==> config.mk <==
export PLATFORM = sky130hd
export DESIGN_NAME = npc_front
export DESIGN_NICKNAME = d
export VERILOG_FILES = /design/src/rtl/assert_macros.svh /design/src/rtl/npc_pkg.sv /design/src/rtl/npc_front.sv
export SDC_FILE = /design/constraint.sdc
export NUM_CORES = 1
export LEC_CHECK = 0
export BUFFER_PORTS_ARGS = -buffer_cell sky130_fd_sc_hd__buf_2
export CAP_MARGIN = 25
export CORE_MARGIN = 2
export CORE_UTILIZATION = 26
export DETAILED_ROUTE_END_ITERATION = 7
export PLACE_DENSITY = 0.95
export SYNTH_ARGS = -nofsm -noshare
export SYNTH_HDL_FRONTEND = slang
export SYNTH_SLANG_ARGS = --single-unit
export TNS_END_PERCENT = 1
==> constraint.sdc <==
create_clock -name vclk -period 2.3
set_input_delay 0.345 -clock vclk [all_inputs]
set_output_delay 0.345 -clock vclk [all_outputs]
set_load 0.05 [all_outputs]
==> src/rtl/assert_macros.svh <==
// Assertion macros for the RTL of the palette quantizer; only the search engine (npc_back) includes them.
`ifndef ASSERT_MACROS_SVH
`define ASSERT_MACROS_SVH

// Check a property on every rising clk_i edge outside reset.
`define NPC_ASSERT(label, prop, msg) \
  label: assert property (@(posedge clk_i) disable iff (!rst_ni) prop) else $error(msg);

// Check that a condition never holds outside reset.
`define NPC_NEVER(label, cond, msg) \
  `NPC_ASSERT(label, !(cond), msg)

`endif

==> src/rtl/npc_pkg.sv <==
// Shared types, constants and helpers of the nearest palette color block.
`timescale 1ns / 1ps

package npc_pkg;

  localparam int unsigned COUNT_W     = 9;
  localparam int unsigned CHAN_W      = 8;
  localparam int unsigned IDX_W       = 8;
  localparam int unsigned SQ_W        = 16;
  localparam int unsigned DIST_W      = 18;
  localparam int unsigned CFG_INDEX_W = 2;
  localparam int unsigned IN_DATA_W   = 40;
  localparam int unsigned QUEUE_DEPTH = 4;
  localparam int unsigned QPTR_W      = $clog2(QUEUE_DEPTH);
  localparam int unsigned QCNT_W      = $clog2(QUEUE_DEPTH + 1);

  // Configuration register indexes.
  localparam logic [CFG_INDEX_W-1:0] CFG_COLOR_COUNT = 2'd0;
  localparam logic [CFG_INDEX_W-1:0] CFG_ALPHA_MODE  = 2'd1;

  localparam logic [COUNT_W-1:0] COUNT_RESET = 9'd256;

  // Larger than any sum of three squared channel differences.
  localparam logic [DIST_W-1:0] DIST_INIT = '1;

  // Fixed answers that need no search.
  localparam logic [IDX_W-1:0] IDX_TRANSPARENT = 8'd0;
  localparam logic [IDX_W-1:0] IDX_EMPTY_RANGE = 8'd1;

  typedef enum logic [1:0] {
    KIND_LOAD,
    KIND_SEARCH,
    KIND_FIXED
  } npc_kind_e;

  // One classified item; idx is the entry for a load, the answer for a fixed item.
  typedef struct packed {
    npc_kind_e         kind;
    logic [IDX_W-1:0]  idx;
    logic [CHAN_W-1:0] red;
    logic [CHAN_W-1:0] green;
    logic [CHAN_W-1:0] blue;
  } npc_item_t;

  typedef struct packed {
    logic [COUNT_W-1:0] limit;
    logic               alpha_mode;
  } npc_cfg_t;

  function automatic logic [CHAN_W-1:0] abs_diff(input logic [CHAN_W-1:0] a,
                                                  input logic [CHAN_W-1:0] b);
    abs_diff = (a > b) ? (a - b) : (b - a);
  endfunction

endpackage

==> src/rtl/npc_front.sv <==
// Input side: accepts stream transactions and classifies them for the search engine.
`timescale 1ns / 1ps

module npc_front import npc_pkg::*; #(
  parameter int unsigned PALETTE_ENTRIES = 256
) (
  input  logic                 s_axis_tvalid,
  output logic                 s_axis_tready,
  input  logic [IN_DATA_W-1:0] s_axis_tdata,
  input  logic                 s_axis_tuser,
  input  npc_cfg_t             cfg_i,
  output logic                 q_valid_o,
  input  logic                 q_ready_i,
  output npc_item_t            q_item_o
);

  logic [IDX_W-1:0]  entry_index;
  logic [CHAN_W-1:0] alpha;
  logic              load_in_range;
  logic              range_empty;
  logic              keep;

  assign entry_index = s_axis_tdata[7:0];
  assign alpha       = s_axis_tdata[39:32];

  assign load_in_range = {1'b0, entry_index} < COUNT_W'(PALETTE_ENTRIES);
  assign range_empty   = {8'd0, cfg_i.alpha_mode} >= cfg_i.limit;

  always_comb begin
    q_item_o.idx   = entry_index;
    q_item_o.red   = s_axis_tdata[15:8];
    q_item_o.green = s_axis_tdata[23:16];
    q_item_o.blue  = s_axis_tdata[31:24];
    keep           = 1'b1;
    if (!s_axis_tuser) begin
      // drop loads aimed past the palette
      q_item_o.kind = KIND_LOAD;
      keep          = load_in_range;
    end else if (cfg_i.alpha_mode && (alpha == '0)) begin
      q_item_o.kind = KIND_FIXED;
      q_item_o.idx  = IDX_TRANSPARENT;
    end else if (range_empty) begin
      q_item_o.kind = KIND_FIXED;
      q_item_o.idx  = IDX_EMPTY_RANGE;
    end else begin
      q_item_o.kind = KIND_SEARCH;
    end
  end

  assign s_axis_tready = q_ready_i;
  assign q_valid_o     = s_axis_tvalid && keep;

endmodule

==> After elaboration in Yosys (flattened, before gate mapping) <==
Index checks and enable logic that the tools add are counted.
{ "word_totals": {"word_cells": 8, "reg_bits": 0, "latch_bits": 0, "mem_bits_ro": 0, "output_inout_bits": 36, "mem_bits_rw": 0, "mem_count": 0} }
{ "op_classes": {"n_eq_ne": 0, "add_sub_neg": 0, "n_div": 0, "shift": 0, "n_reduce_logical": 2, "muxes": 5, "mul": 0, "n_bitwise": 0, "order_cmp": 1} }
{ "op_table": {"columns": ["operator", "n"], "rows": [
  ["$mux 8", 2],
  ["$mux 10", 1],
  ["$ge 1x9->1", 1],
  ["$logic_not 8->1", 1],
  ["$mux 2", 2],
  ["$logic_and 1x1->1", 1]
]} }

==> Depth between registers and ports, before layout <==
{ "logic_depth": {"ltp_word": 4, "mapped_depth": 5, "depth_no_buf": 5} }

==> Worst setup path after synthesis <==
Ideal clock, no wire load.
{ "synth_timing": {"kind": "input-to-output", "start": "input cfg_i[0] (netlist name)", "end": "output q_item_o[25] (netlist name)", "slack_ns": -0.189, "cell_stages": 5, "n_path_buf": 0, "required_ns": 1.955, "t_arrival_ns": 2.144, "path_cell_list": "inv_1 ha_1 nor2b_1 nor4_4 nor3b_1"} }
{ "synth_lines": {"columns": ["item", "line", "text"], "rows": [
  ["start: declaration", "npc_front.sv:11", "input npc_cfg_t cfg_i,"],
  ["end: declaration", "npc_front.sv:14", "output npc_item_t q_item_o"]
]} }

==> results.txt <==
----------------------------------------------------
[Power and ir drop]
  PD cells ... 187 nW/um2
  VDD IR max ... 73.6 uV
  Static Leak ... 0.000216 uW

[Logic synthesis]
  Proportion of netlist area held by the largest area contributor ... 49.4%
  Most frequently used cell type in the post-synthesis netlist ... sky130_fd_sc_hd__buf_4
  Yosys synthesis warning count ... 0
  Area leader, netlist ... sky130_fd_sc_hd__buf_4
  Count of different cell masters after synthesis ... 15
  Mean instance size in the synthesized netlist ... 8.07 um2
  Post-synthesis instance area ... 395 um2
  Commonest cells in the synthesized netlist ... 26 x sky130_fd_sc_hd__buf_4, 7 x sky130_fd_sc_hd__nor3b_1, 2 x sky130_fd_sc_hd__inv_1, 2 x sky130_fd_sc_hd__nor3_1, 2 x sky130_fd_sc_hd__or4_4
  Post-Synthesis Net Count ... 103
  Top cells by area, synth ... sky130_fd_sc_hd__buf_4 49%, sky130_fd_sc_hd__nor3b_1 13%, sky130_fd_sc_hd__or4_4 5.7%
  Sequential element share of the synthesized area ... 0%
  Synthesized instance count ... 49

[Worst setup path]
  CP Class ... in2out
  Type of element capturing the critical path ... output pin
  Most numerous cell on the critical path ... sky130_fd_sc_hd__buf_2
  Worst EP arrival ... 1740 ps
  Critical path launch point type ... input port
  Critical Path Max Stage Delay ... 540 ps
  Data required time at the worst endpoint ... 1960 ps
  Highest-delay cell along the critical path ... sky130_fd_sc_hd__or4_4
  Cell Chain, Critical Path ... buf_2 > or4_4 > nor4_4 > buf_4 > nor3b_1 > buf_2
  CP Max Fanout ... 7

[Timing]
  Least setup slack across all paths after layout ... 212 ps
  Slew at the pin closest to its max-slew limit ... 263 ps
  Setup repair after global routing missed its margin ... no
  Relative slew slack ... 82.4%
  Number of setup violations in the final report ... 0
  Worst-case hold slack ... 690 ps
  Max-slew violations ... 0
  Setup_tns ... 0 ps
  Portion of the clock cycle consumed by the worst path in the final layout ... 90.8%
  Max Fclk ... 479 MHz
  Final Hold Violating Endpoints ... 0
  Minimum clock period ... 2090 ps

[Clocking]
  Post-cts gate resize count ... 0
  Post-CTS setup-driven buffer insertion count ... 0
  Cts hold-fix bufs ... 0

[Worst hold path]
  Class of the worst hold path ... in2out

[Global route]
  Global-route congestion overflow total ... 0
  Vias in the first global route ... 293
  First-pass GRT wire length ... 1140 um
  Overall routing resource usage ... 7.62%
  Maximum number of pins on one net before global-route repair ... 8
  Initial antenna violation count ... 0

[Cells and area]
  Final sequential cell count ... 0
  Nets@finish ... 118
  Fin area ... 420 um2
  Final design utilization ... 28.6%
  Clock buf count ... 0
  Area added between synthesis and finish ... 6.33%
  Antenna cells ... 0
  Ratio of cells with drive above 1 in the final layout ... 75.8%
  FF/Latch Area ... 0 um2

[Placement]
  Placed inst area ... 420 um2
  RePlAce Congestion ... 0.630
  Post-Place Worst Slack ... 189 ps
  Buffers on Ports ... 37
  Detailed-placement wirelength estimate ... 754 um

[Routing]
  Per-cell routed wire length ... 10.3 um
  Initial DRT Pass Iterations ... 2
  Residual DRC ... 0
  Sum of routed wire length over all layers ... 806 um
  Via density ... 4.72
  Number of DRC violations after detailed-routing iteration 0 ... 2
  Antenna-violating nets left ... 0
  Number of vias in the routed layout ... 368

[Run status]
  Status ... finished, final reports clean

[Floorplan]
  CORE AREA ... 1470 um2
  Cell row count ... 14
  I/O pin count ... 89
  Die W ... 43.0 um
  Die extent in y ... 43.0 um
  Starting utilization of the core area ... 26.9%
  Die footprint ... 1850 um2

[Flow run]
  Max Cap Violations ... 0

----------------------------------------------------
## final timing paths
path  depth (start not counted)             from           end  slack, ps
max                           6         cfg_i[4]  q_item_o[27]        210
min                           0  s_axis_tdata[9]  q_item_o[17]        690
## power by group
part           total [uW]  internal, uW  switching [uW]  leakage, uW
Combinational        78.6          30.9            47.7     0.000216
Clock                   0             0               0            0
Sequential              0             0               0            0
Total                78.6          30.9            47.7     0.000216
## area by class of cell
cell class	count	area (um2)
fillers	177	1050
repair buffers	39	200
inverters	2	7.51
well taps	16	20.0
multi-input cells	21	193
## placed cells by master (no fill, tap or decap), drive strengths merged
| master | n |
|---|---|
| a2bb2oi | 1 |
| buf | 39 |
| ha | 1 |
| inv | 2 |
| nor2b | 1 |
| nor3 | 3 |
| nor3b | 7 |
| nor4 | 2 |
| o21a | 1 |
| or2 | 1 |
| or3b | 1 |
| or4 | 3 |
## through the flow
step | instances | total power, uW
final | 78 | 78.6
after global routing | 78 | 84.0
after CTS | 78 | 79.4
after detailed placement | 78 | 79.2
after global placement | 78 | 77.6
after floorplan | 49 | 169
## cell families after synthesis
family | synth area share (%)
AO/OA/AOI/OAI | 5.70
adder cells (fa/ha/maj) | 3.16
buffers and inverters | 51.3
AND/OR/NAND/NOR | 39.9
## worst max-delay path: cells and delay by family
family                 cells  cell delay, ps
buffers and inverters      3             500
and+or+nand+nor            3             900
## layer usage
metal / GRT usage [%] / share of wire, % / up-vias
met5: 0 / 0 / -
met4: 2.42 / 2.9 / 0
met3: 1.70 / 18 / 8
met2: 15.2 / 46 / 38
met1: 7.59 / 34 / 152
li1: - / - / 170
Note: power is estimated with default switching activity, not from simulation.
