$ cat config.mk
export PLATFORM = sky130hd
export DESIGN_NAME = npc_queue
export DESIGN_NICKNAME = d
export VERILOG_FILES = /design/src/rtl/assert_macros.svh /design/src/rtl/npc_pkg.sv /design/src/rtl/npc_queue.sv
export SDC_FILE = /design/constraint.sdc
export NUM_CORES = 1
export LEC_CHECK = 0
export ABC_AREA = 0
export BUFFER_PORTS_ARGS = -buffer_cell sky130_fd_sc_hd__buf_2
export CORE_MARGIN = 5
export CORE_UTILIZATION = 45
export CTS_BUF_LIST = sky130_fd_sc_hd__clkbuf_8 sky130_fd_sc_hd__clkbuf_16
export CTS_CLUSTER_SIZE = 14
export DETAILED_ROUTE_END_ITERATION = 10
export PLACE_DENSITY = 0.64
export SYNTH_ARGS = -nofsm -noshare
export SYNTH_HDL_FRONTEND = slang
export SYNTH_SLANG_ARGS = --single-unit
$ cat constraint.sdc
create_clock -name clk_i -period 3.7 [get_ports clk_i]
set_clock_uncertainty 0.1 [all_clocks]
set_input_delay 1.11 -clock clk_i [delete_from_list [all_inputs] [get_ports clk_i]]
set_output_delay 1.11 -clock clk_i [all_outputs]
set_load 0.05 [all_outputs]
$ cat src/rtl/assert_macros.svh
// Assertion macros for the RTL of the palette quantizer; only the search engine (npc_back) includes them.
`ifndef ASSERT_MACROS_SVH
`define ASSERT_MACROS_SVH

// Check a property on every rising clk_i edge outside reset.
`define NPC_ASSERT(label, prop, msg) \
  label: assert property (@(posedge clk_i) disable iff (!rst_ni) prop) else $error(msg);

// Check that a condition never holds outside reset.
`define NPC_NEVER(label, cond, msg) \
  `NPC_ASSERT(label, !(cond), msg)

`endif

$ cat src/rtl/npc_pkg.sv
// Shared types, constants and helpers of the nearest palette color block.
`timescale 1ns / 1ps

package npc_pkg;

  localparam int unsigned COUNT_W     = 9;
  localparam int unsigned CHAN_W      = 8;
  localparam int unsigned IDX_W       = 8;
  localparam int unsigned SQ_W        = 16;
  localparam int unsigned DIST_W      = 18;
  localparam int unsigned CFG_INDEX_W = 2;
  localparam int unsigned IN_DATA_W   = 40;
  localparam int unsigned QUEUE_DEPTH = 4;
  localparam int unsigned QPTR_W      = $clog2(QUEUE_DEPTH);
  localparam int unsigned QCNT_W      = $clog2(QUEUE_DEPTH + 1);

  // Configuration register indexes.
  localparam logic [CFG_INDEX_W-1:0] CFG_COLOR_COUNT = 2'd0;
  localparam logic [CFG_INDEX_W-1:0] CFG_ALPHA_MODE  = 2'd1;

  localparam logic [COUNT_W-1:0] COUNT_RESET = 9'd256;

  // Larger than any sum of three squared channel differences.
  localparam logic [DIST_W-1:0] DIST_INIT = '1;

  // Fixed answers that need no search.
  localparam logic [IDX_W-1:0] IDX_TRANSPARENT = 8'd0;
  localparam logic [IDX_W-1:0] IDX_EMPTY_RANGE = 8'd1;

  typedef enum logic [1:0] {
    KIND_LOAD,
    KIND_SEARCH,
    KIND_FIXED
  } npc_kind_e;

  // One classified item; idx is the entry for a load, the answer for a fixed item.
  typedef struct packed {
    npc_kind_e         kind;
    logic [IDX_W-1:0]  idx;
    logic [CHAN_W-1:0] red;
    logic [CHAN_W-1:0] green;
    logic [CHAN_W-1:0] blue;
  } npc_item_t;

  typedef struct packed {
    logic [COUNT_W-1:0] limit;
    logic               alpha_mode;
  } npc_cfg_t;

  function automatic logic [CHAN_W-1:0] abs_diff(input logic [CHAN_W-1:0] a,
                                                  input logic [CHAN_W-1:0] b);
    abs_diff = (a > b) ? (a - b) : (b - a);
  endfunction

endpackage

$ cat src/rtl/npc_queue.sv
// Short FIFO of classified items between the front and the search engine.
`timescale 1ns / 1ps

module npc_queue import npc_pkg::*; (
  input  logic      clk_i,
  input  logic      rst_ni,
  input  logic      in_valid_i,
  output logic      in_ready_o,
  input  npc_item_t in_item_i,
  output logic      out_valid_o,
  input  logic      out_ready_i,
  output npc_item_t out_item_o
);

  npc_item_t         entries_q [QUEUE_DEPTH];
  logic [QPTR_W-1:0] wr_ptr_q, wr_ptr_d;
  logic [QPTR_W-1:0] rd_ptr_q, rd_ptr_d;
  logic [QCNT_W-1:0] count_q, count_d;
  logic              push, pop;

  assign in_ready_o  = count_q != QCNT_W'(QUEUE_DEPTH);
  assign out_valid_o = count_q != '0;
  assign out_item_o  = entries_q[rd_ptr_q];
  assign push        = in_valid_i && in_ready_o;
  assign pop         = out_valid_o && out_ready_i;

  always_comb begin
    wr_ptr_d = push ? wr_ptr_q + 1'b1 : wr_ptr_q;
    rd_ptr_d = pop ? rd_ptr_q + 1'b1 : rd_ptr_q;
    count_d  = count_q;
    if (push && !pop) begin
      count_d = count_q + 1'b1;
    end else if (pop && !push) begin
      count_d = count_q - 1'b1;
    end
  end

  always_ff @(posedge clk_i or negedge rst_ni) begin
    if (!rst_ni) begin
      wr_ptr_q <= '0;
      rd_ptr_q <= '0;
      count_q  <= '0;
    end else begin
      wr_ptr_q <= wr_ptr_d;
      rd_ptr_q <= rd_ptr_d;
      count_q  <= count_d;
    end
  end

  always_ff @(posedge clk_i) begin
    if (push) begin
      entries_q[wr_ptr_q] <= in_item_i;
    end
  end

endmodule

== Word level (Yosys, flattened, before mapping) ==
Memories as Yosys holds them, arrays and structs flattened.
Cells that the tools add are included.
Operators by class
  add/subtract/negate cells: 4
  reduce and logical (&&, ||, !) cells: 8
  muxes and demuxes: 4
  equality and inequality tests: 1
Operator list (number)
  $mux 3: 2
  $add 2x1->2 const B: 2
  $logic_and 1x1->1: 4
  $add 3x1->3 const B: 1
  $ne 3x3->1 const B: 1
  $reduce_bool 3->1: 1
  $sub 3x1->3 const B: 1
  $logic_not 1->1: 2
  $mux 1: 2
  $reduce_bool 2->1: 1
Storage, ports and cells
  memories: 1
  memory bits (writable): 136
  register bits after elaboration: 7
  input bits: 38
Memory list
  entries_q: depth 4, bits a word 34, read ports 1, clocked after Yosys merged registers in 0, wr ports 1, line npc_queue.sv:15  | npc_item_t entries_q [QUEUE_DEPTH];

== Logic depth before layout (Yosys ltp) ==
Gate-level depths: netlist of the first run.
  word-level depth: 6
  mapped depth: 8

== Worst setup path before layout of the first run ==
Ideal clock, no wire load.
  path type: input port to flip-flop
  start point: input port in_valid_i
  end point: memory entries_q[0][0] (netlist name), enable pin
  path buffers: 0
  slack: 0.958 ns
  stages: 2
  data arrival time: 2.248 ns
  cell sequence: a21boi_2 -> and2_1
On the way
  word-level cells in the longest chain between the ends: 3
Ends and longest elaborated chain
  start, declared: line npc_queue.sv:7  | input logic in_valid_i,
  $logic_and 1x1->1: line npc_queue.sv:24  | assign push = in_valid_i && in_ready_o;
  $mux 1: line npc_queue.sv:51  | if (push) begin
  $mux 1 (implied by the code): line npc_queue.sv:52  | entries_q[wr_ptr_q] <= in_item_i;
  end, declared: line npc_queue.sv:15
Every way passes these cells.

==> results of run 1 <==
==> final timing paths <==
| check | depth (start not counted) | startpoint | slack (ps) | endpoint |
|---|---|---|---|---|
| max | 3 | rd_ptr_q[0] | 460 | out_item_o[33] |
| min | 1 | rst_ni | 420 | count_q[1] |
| max reg2reg | 8 | count_q[1] | 1430 | count_q[2] |
| min reg2reg | 1 | count_q[2] | 440 | count_q[2] |
| max in group asynchronous | 1 | rst_ni | 2900 | rd_ptr_q[0] |
| min in group clk_i | 1 | count_q[2] | 440 | count_q[2] |
==> state kept, by name, indices dropped and copies added (netlist names) <==
register   count
rd_ptr_q       2
count_q        3
entries_q    136
wr_ptr_q       2
==> worst max-delay path, cell delays in order, from the launching register on <==
cell and delay, ps:
sky130_fd_sc_hd__dfrtp_2 350, sky130_fd_sc_hd__buf_4 380, sky130_fd_sc_hd__mux4_1 650, sky130_fd_sc_hd__buf_2 240
==> per-layer routing <==
layer  wire length, µm  up-vias  track usage
met2              4370       66        0.212
met4               194        2       0.0673
met5                13        -            0
li1                  -     1086            -
met1              3930     1228        0.175
met3               509       20       0.0546
==> area by class of cell <==
type	count	area share
multi-input cells	59	0.155
inverters	3	0.00172
clock buffers	17	0.0650
repair buffers	81	0.0726
clock inverters	15	0.0268
flip-flops and latches	143	0.651
well taps	147	0.0281
==> cell usage in the layout (no fill, tap or decap), drive strengths merged, types with 3 or more instances in the layout <==
cell	count
clkinv	9
mux4	34
clkbuf	17
ha	5
and2	4
xnor2	4
edfxtp	136
dfrtp	7
bufinv	4
buf	81
inv	3
==> through the flow <==
step | setup WS [ps] | instances | cell area, µm² | power [mW]
after floorplan | 958 | 213 | 5370 | 4.12
after global placement | 863 | 433 | 5950 | 4.61
after detailed placement | 842 | 433 | 5950 | 4.63
after CTS | 395 | 465 | 6550 | 6.34
after global routing | 352 | 465 | 6550 | 6.52
final | 457 | 465 | 6550 | 6.25
==> logic make-up (layout without fill, tap and decap cells) <==
family          after synthesis  in the layout  share of synthesized area
flops                       143            143                      0.793
compound gates                1              1                    0.00210
fa+ha+maj                     6              6                     0.0154
mux                          36             36                      0.151
buf+inv                      11            116                     0.0191
simple gates                 10             10                    0.00955
xor+xnor                      6              6                    0.00979
==> power by group through the flow <==
| stage | Sequential, mW | Clock, mW | Combinational (mW) |
|---|---|---|---|
| 4_1_cts | 2.26 | 1.74 | 2.35 |
| 6_report | 2.25 | 1.71 | 2.29 |
| 5_1_grt | 2.29 | 1.81 | 2.42 |
| 3_5_place_dp | 2.29 | 0 | 2.34 |
| 3_3_place_gp | 2.27 | 0 | 2.34 |
| 2_1_floorplan | 2.25 | 0 | 1.87 |
==> run summary, run 1 <==
### Outcome
- outcome: finished, final reports clean

### Critical path
- Crit path arrival time: 2030 ps
- CP endpoint kind: primary output
- worst path required time: 2490 ps
- largest driver fanout on the critical path: 21
- crit path launch type: flip-flop
- category of the critical setup timing path: reg2out

### Pwr
- Clk pwr share: 0.273
- Static Leak: 2.31 nW
- combinational share of power: 0.366
- total power per unit cell area: 955 nW/µm²
- maximum VDD drop: 0.000588 V
- sequential share of power: 0.360
- share of total power consumed by net switching: 0.363
- cell internal power dissipation: 3.98 mW
- net load switching power: 2.27 mW

### Place
- buffers added on ports: 73
- post-detail-place hpwl: 5640 µm
- global placer's final weighted congestion: 0.709

### CTS
- clock input transition at the sequential cells of the worst setup and hold paths: 60 ps
- Post-CTS Hold Buffers: 0
- count of cells resized by post-cts repair: 0
- cell at the root of the clock tree: sky130_fd_sc_hd__clkbuf_16
- clock sink count: 143
- number of buffers inserted by post-CTS setup repair: 0
- TritonCTS Buffers: 17
- CTS HTree Levels: 4
- clock network latency to the later pin of the worst-skew pair: 410 ps
- CTS tree: built
- CTS Buffer Depth: 2

### Hold path
- type of the worst min-delay path: in2async

### Synth
- cell area after synthesis: 5370 µm²
- top-count cell post-synth: sky130_fd_sc_hd__edfxtp_1
- flops & latches, synth: 143
- post-synth top area share: 0.760
- Synth top cells by count: 136 x sky130_fd_sc_hd__edfxtp_1, 28 x sky130_fd_sc_hd__mux4_2, 7 x sky130_fd_sc_hd__dfrtp_1
- Netlist cell types: 19
- sequential-to-total area share from yosys stat: 0.793
- leading post-synthesis cells by cell area: sky130_fd_sc_hd__edfxtp_1 76%, sky130_fd_sc_hd__mux4_2 12%, sky130_fd_sc_hd__dfrtp_1 3.3%
- cell count after synthesis: 213
- number of enable-type register cells in the synthesized netlist: 136
- share of synthesized registers carrying an async set or reset: 0.0490
- Post-synth top flop: sky130_fd_sc_hd__edfxtp_1
- Ys Warns: 0
- Avg Synthesized Cell Area: 25.2 µm²
- Post-Synthesis Net Count: 257
- cell taking the most area after synthesis: sky130_fd_sc_hd__edfxtp_1

### Die
- number of core rows: 40
- Placeable Area: 11900 µm²
- I/O pin total: 74
- Initial Util: 0.453
- chip height: 119 µm
- overall die area: 14200 µm²
- Die Span X: 119 µm

### Routing
- first-pass iteration count of the detailed router: 4
- number of vias per cell after detailed routing: 5.17
- DR iter-0 viols: 145
- Detail Route Antenna Nets: 0
- vias post-DR: 2402
- DRT Wirelength: 9020 µm
- Wirelength per Cell: 19.4 µm
- remaining design rule violation count: 0

### Final layout
- number of nets in the finished design: 349
- Reg area: 4260 µm²
- area growth from synthesis to layout: 21.9%
- Util after Layout: 0.552
- Antenna diodes: 0
- layout cell share with drive strength beyond 1: 0.459
- area of the multi-input gates: 1010 µm²
- Filler Cell Count: 880

### Global route
- global-route usage over all layers: 0.139
- via count of the first global-routing pass: 2618
- global-route wire length before repair: 14400 µm
- Congestion Overflow GR: 0
- number of antenna violations at the first check in global routing: 1
- maximum number of pins on one net before global-route repair: 22

### STA
- fin crit share: 0.876
- Final Hold Viols: 0
- unrepaired setup endpoints after global routing: no
- number of slew-limit violations in the final report: 0
- headroom to the max-slew limit: 0.699
- FMAX: 308 MHz
- post-layout min period: 3240 ps
- hold slack final: 424 ps
- Slew @ Worst Pin: 451 ps
- post-route setup TNS: 0 ps
- setup-violating endpoint count in the final report: 0

### Run
- Max-Cap Viols: 0

(Power assumes the default switching activity.)
==> run 2, diff against run 1 <==
GPL_ROUTABILITY_DRIVEN = 0   (was not set)
PLACE_DENSITY = 0.75   (was 0.64)
RECOVER_POWER = 50   (was not set)
==> run summary, run 2 (synthesized netlist as in run 1, its figures left out) <==
### Outcome
- outcome: finished, final reports clean

### Routing
- Wirelength per Cell: 19.5 µm
- DRT Wirelength: 8990 µm
- number of vias per cell after detailed routing: 5.21
- first-pass iteration count of the detailed router: 5
- vias post-DR: 2406
- Detail Route Antenna Nets: 0
- DR iter-0 viols: 150
- remaining design rule violation count: 0

### STA
- fin crit share: 0.912
- Final Hold Viols: 0
- Slew @ Worst Pin: 891 ps
- number of slew-limit violations in the final report: 0
- headroom to the max-slew limit: 0.406
- final setup margin: 327 ps
- post-layout min period: 3370 ps
- FMAX: 296 MHz
- setup-violating endpoint count in the final report: 0
- post-route setup TNS: 0 ps
- unrepaired setup endpoints after global routing: no

### Final layout
- number of nets in the finished design: 347
- Reg area: 4260 µm²
- flip-flop count of the largest register, all copies and words added: 136
- Layout Cells excl Fill: 462
- layout cell share with drive strength beyond 1: 0.337
- largest registers: entries_q (136), count_q (3)
- most used cells in the layout excluding fill and tap cells: 136 x sky130_fd_sc_hd__edfxtp_1, 38 x sky130_fd_sc_hd__buf_2, 35 x sky130_fd_sc_hd__clkbuf_1, 28 x sky130_fd_sc_hd__mux4_2, 17 x sky130_fd_sc_hd__clkbuf_16
- Antenna diodes: 0
- register with the most flip-flops: entries_q
- Filler Cell Count: 906
- commonest non-fill, non-tap cell in the layout: sky130_fd_sc_hd__edfxtp_1
- area of the multi-input gates: 1010 µm²
- summed area of non-filler cells in the final layout: 6500 µm²
- area growth from synthesis to layout: 21.0%

### CTS
- TritonCTS Buffers: 17
- clock sink count: 143
- count of cells resized by post-cts repair: 0
- CTS Buffer Depth: 2
- clock network latency to the later pin of the worst-skew pair: 410 ps
- clock input transition at the sequential cells of the worst setup and hold paths: 60 ps
- Post-CTS Hold Buffers: 0
- CTS tree: built
- CTS HTree Levels: 4
- cell at the root of the clock tree: sky130_fd_sc_hd__clkbuf_16
- number of buffers inserted by post-CTS setup repair: 0

### Hold path
- cell count of the worst hold path: 1
- Hold Startpoint: count_q[2]
- sink of the worst hold path: count_q[2]
- type of the worst min-delay path: reg2reg

### Place
- Placed Area: 5920 µm²
- pre-CTS setup slack: 713 ps
- total placed cells including tap cells: 431
- buffers added on ports: 73
- post-detail-place hpwl: 5540 µm

### Global route
- via count of the first global-routing pass: 2689
- maximum number of pins on one net before global-route repair: 36
- number of antenna violations at the first check in global routing: 1
- global-route usage over all layers: 0.137
- global-route wire length before repair: 14200 µm
- Congestion Overflow GR: 0

### Run
- Max-Cap Viols: 0

### Critical path
- worst path required time: 2490 ps
- crit path launch type: flip-flop
- r2r setup slk: 840 ps
- CP endpoint kind: primary output
- category of the critical setup timing path: reg2out
- Crit path arrival time: 2160 ps
- depth of the worst register-to-register path: 4
- endpoint of the most critical register-to-register path: entries_q[3][28]
- source of the worst register-to-register timing path: count_q[0]
- largest driver fanout on the critical path: 13

### Pwr
- total power per unit cell area: 975 nW/µm²
- power after layout: 6.34 mW
- maximum VDD drop: 0.000447 V
- Static Leak: 2.21 nW

### Die
- Placeable Area: 11900 µm²
- Initial Util: 0.453
- I/O pin total: 74
- number of core rows: 40
- overall die area: 14200 µm²
- chip height: 119 µm
- Die Span X: 119 µm

-- run 2: layer usage --
metal	vias up	track usage	routed length, µm
li1	1078	-	-
met1	1249	0.160	3770
met2	59	0.223	4560
met3	18	0.0584	483
met4	2	0.0565	162
met5	-	0	13
-- run 2: worst max-delay path by stage --
| stage | startpoint | end | slack, ps |
|---|---|---|---|
| finish | rd_ptr_q[0] | out_item_o[29] | 330 |
| global route | rd_ptr_q[0] | out_item_o[29] | 210 |
| global placement | rd_ptr_q[0] | out_item_o[29] | 710 |
| CTS | rd_ptr_q[0] | out_item_o[29] | 270 |
| detailed placement | rd_ptr_q[0] | out_item_o[29] | 710 |
| floorplan | in_valid_i | entries_q[0][0] | 960 |
-- run 2: worst max-delay path, cell delays in order (launching register included) --
cell                      delay (ps)
sky130_fd_sc_hd__dfrtp_2         580
sky130_fd_sc_hd__buf_4           340
sky130_fd_sc_hd__mux4_1          600
sky130_fd_sc_hd__buf_2           230
-- run 2: final cells by class --
class | instances | share of cell area
inverter | 3 | 0.00173
multi-input combinational | 59 | 0.155
sequential | 143 | 0.656
clock inverter | 14 | 0.0341
timing repair buffer | 79 | 0.0599
clock buffer | 17 | 0.0654
tap | 147 | 0.0283
-- run 2: per-stage QoR --
stage	util	hold WS [ps]
2_1_floorplan	-	393
3_3_place_gp	0.499	410
3_5_place_dp	0.499	434
4_1_cts	0.553	412
5_1_grt	0.548	451
6_report	0.548	419
-- run 2: power breakdown --
part | switching [mW] | leakage, nW | internal (mW)
Sequential | 0.197 | 1.33 | 2.15
Clock | 0.603 | 0.311 | 1.25
Combinational | 1.45 | 0.576 | 0.686
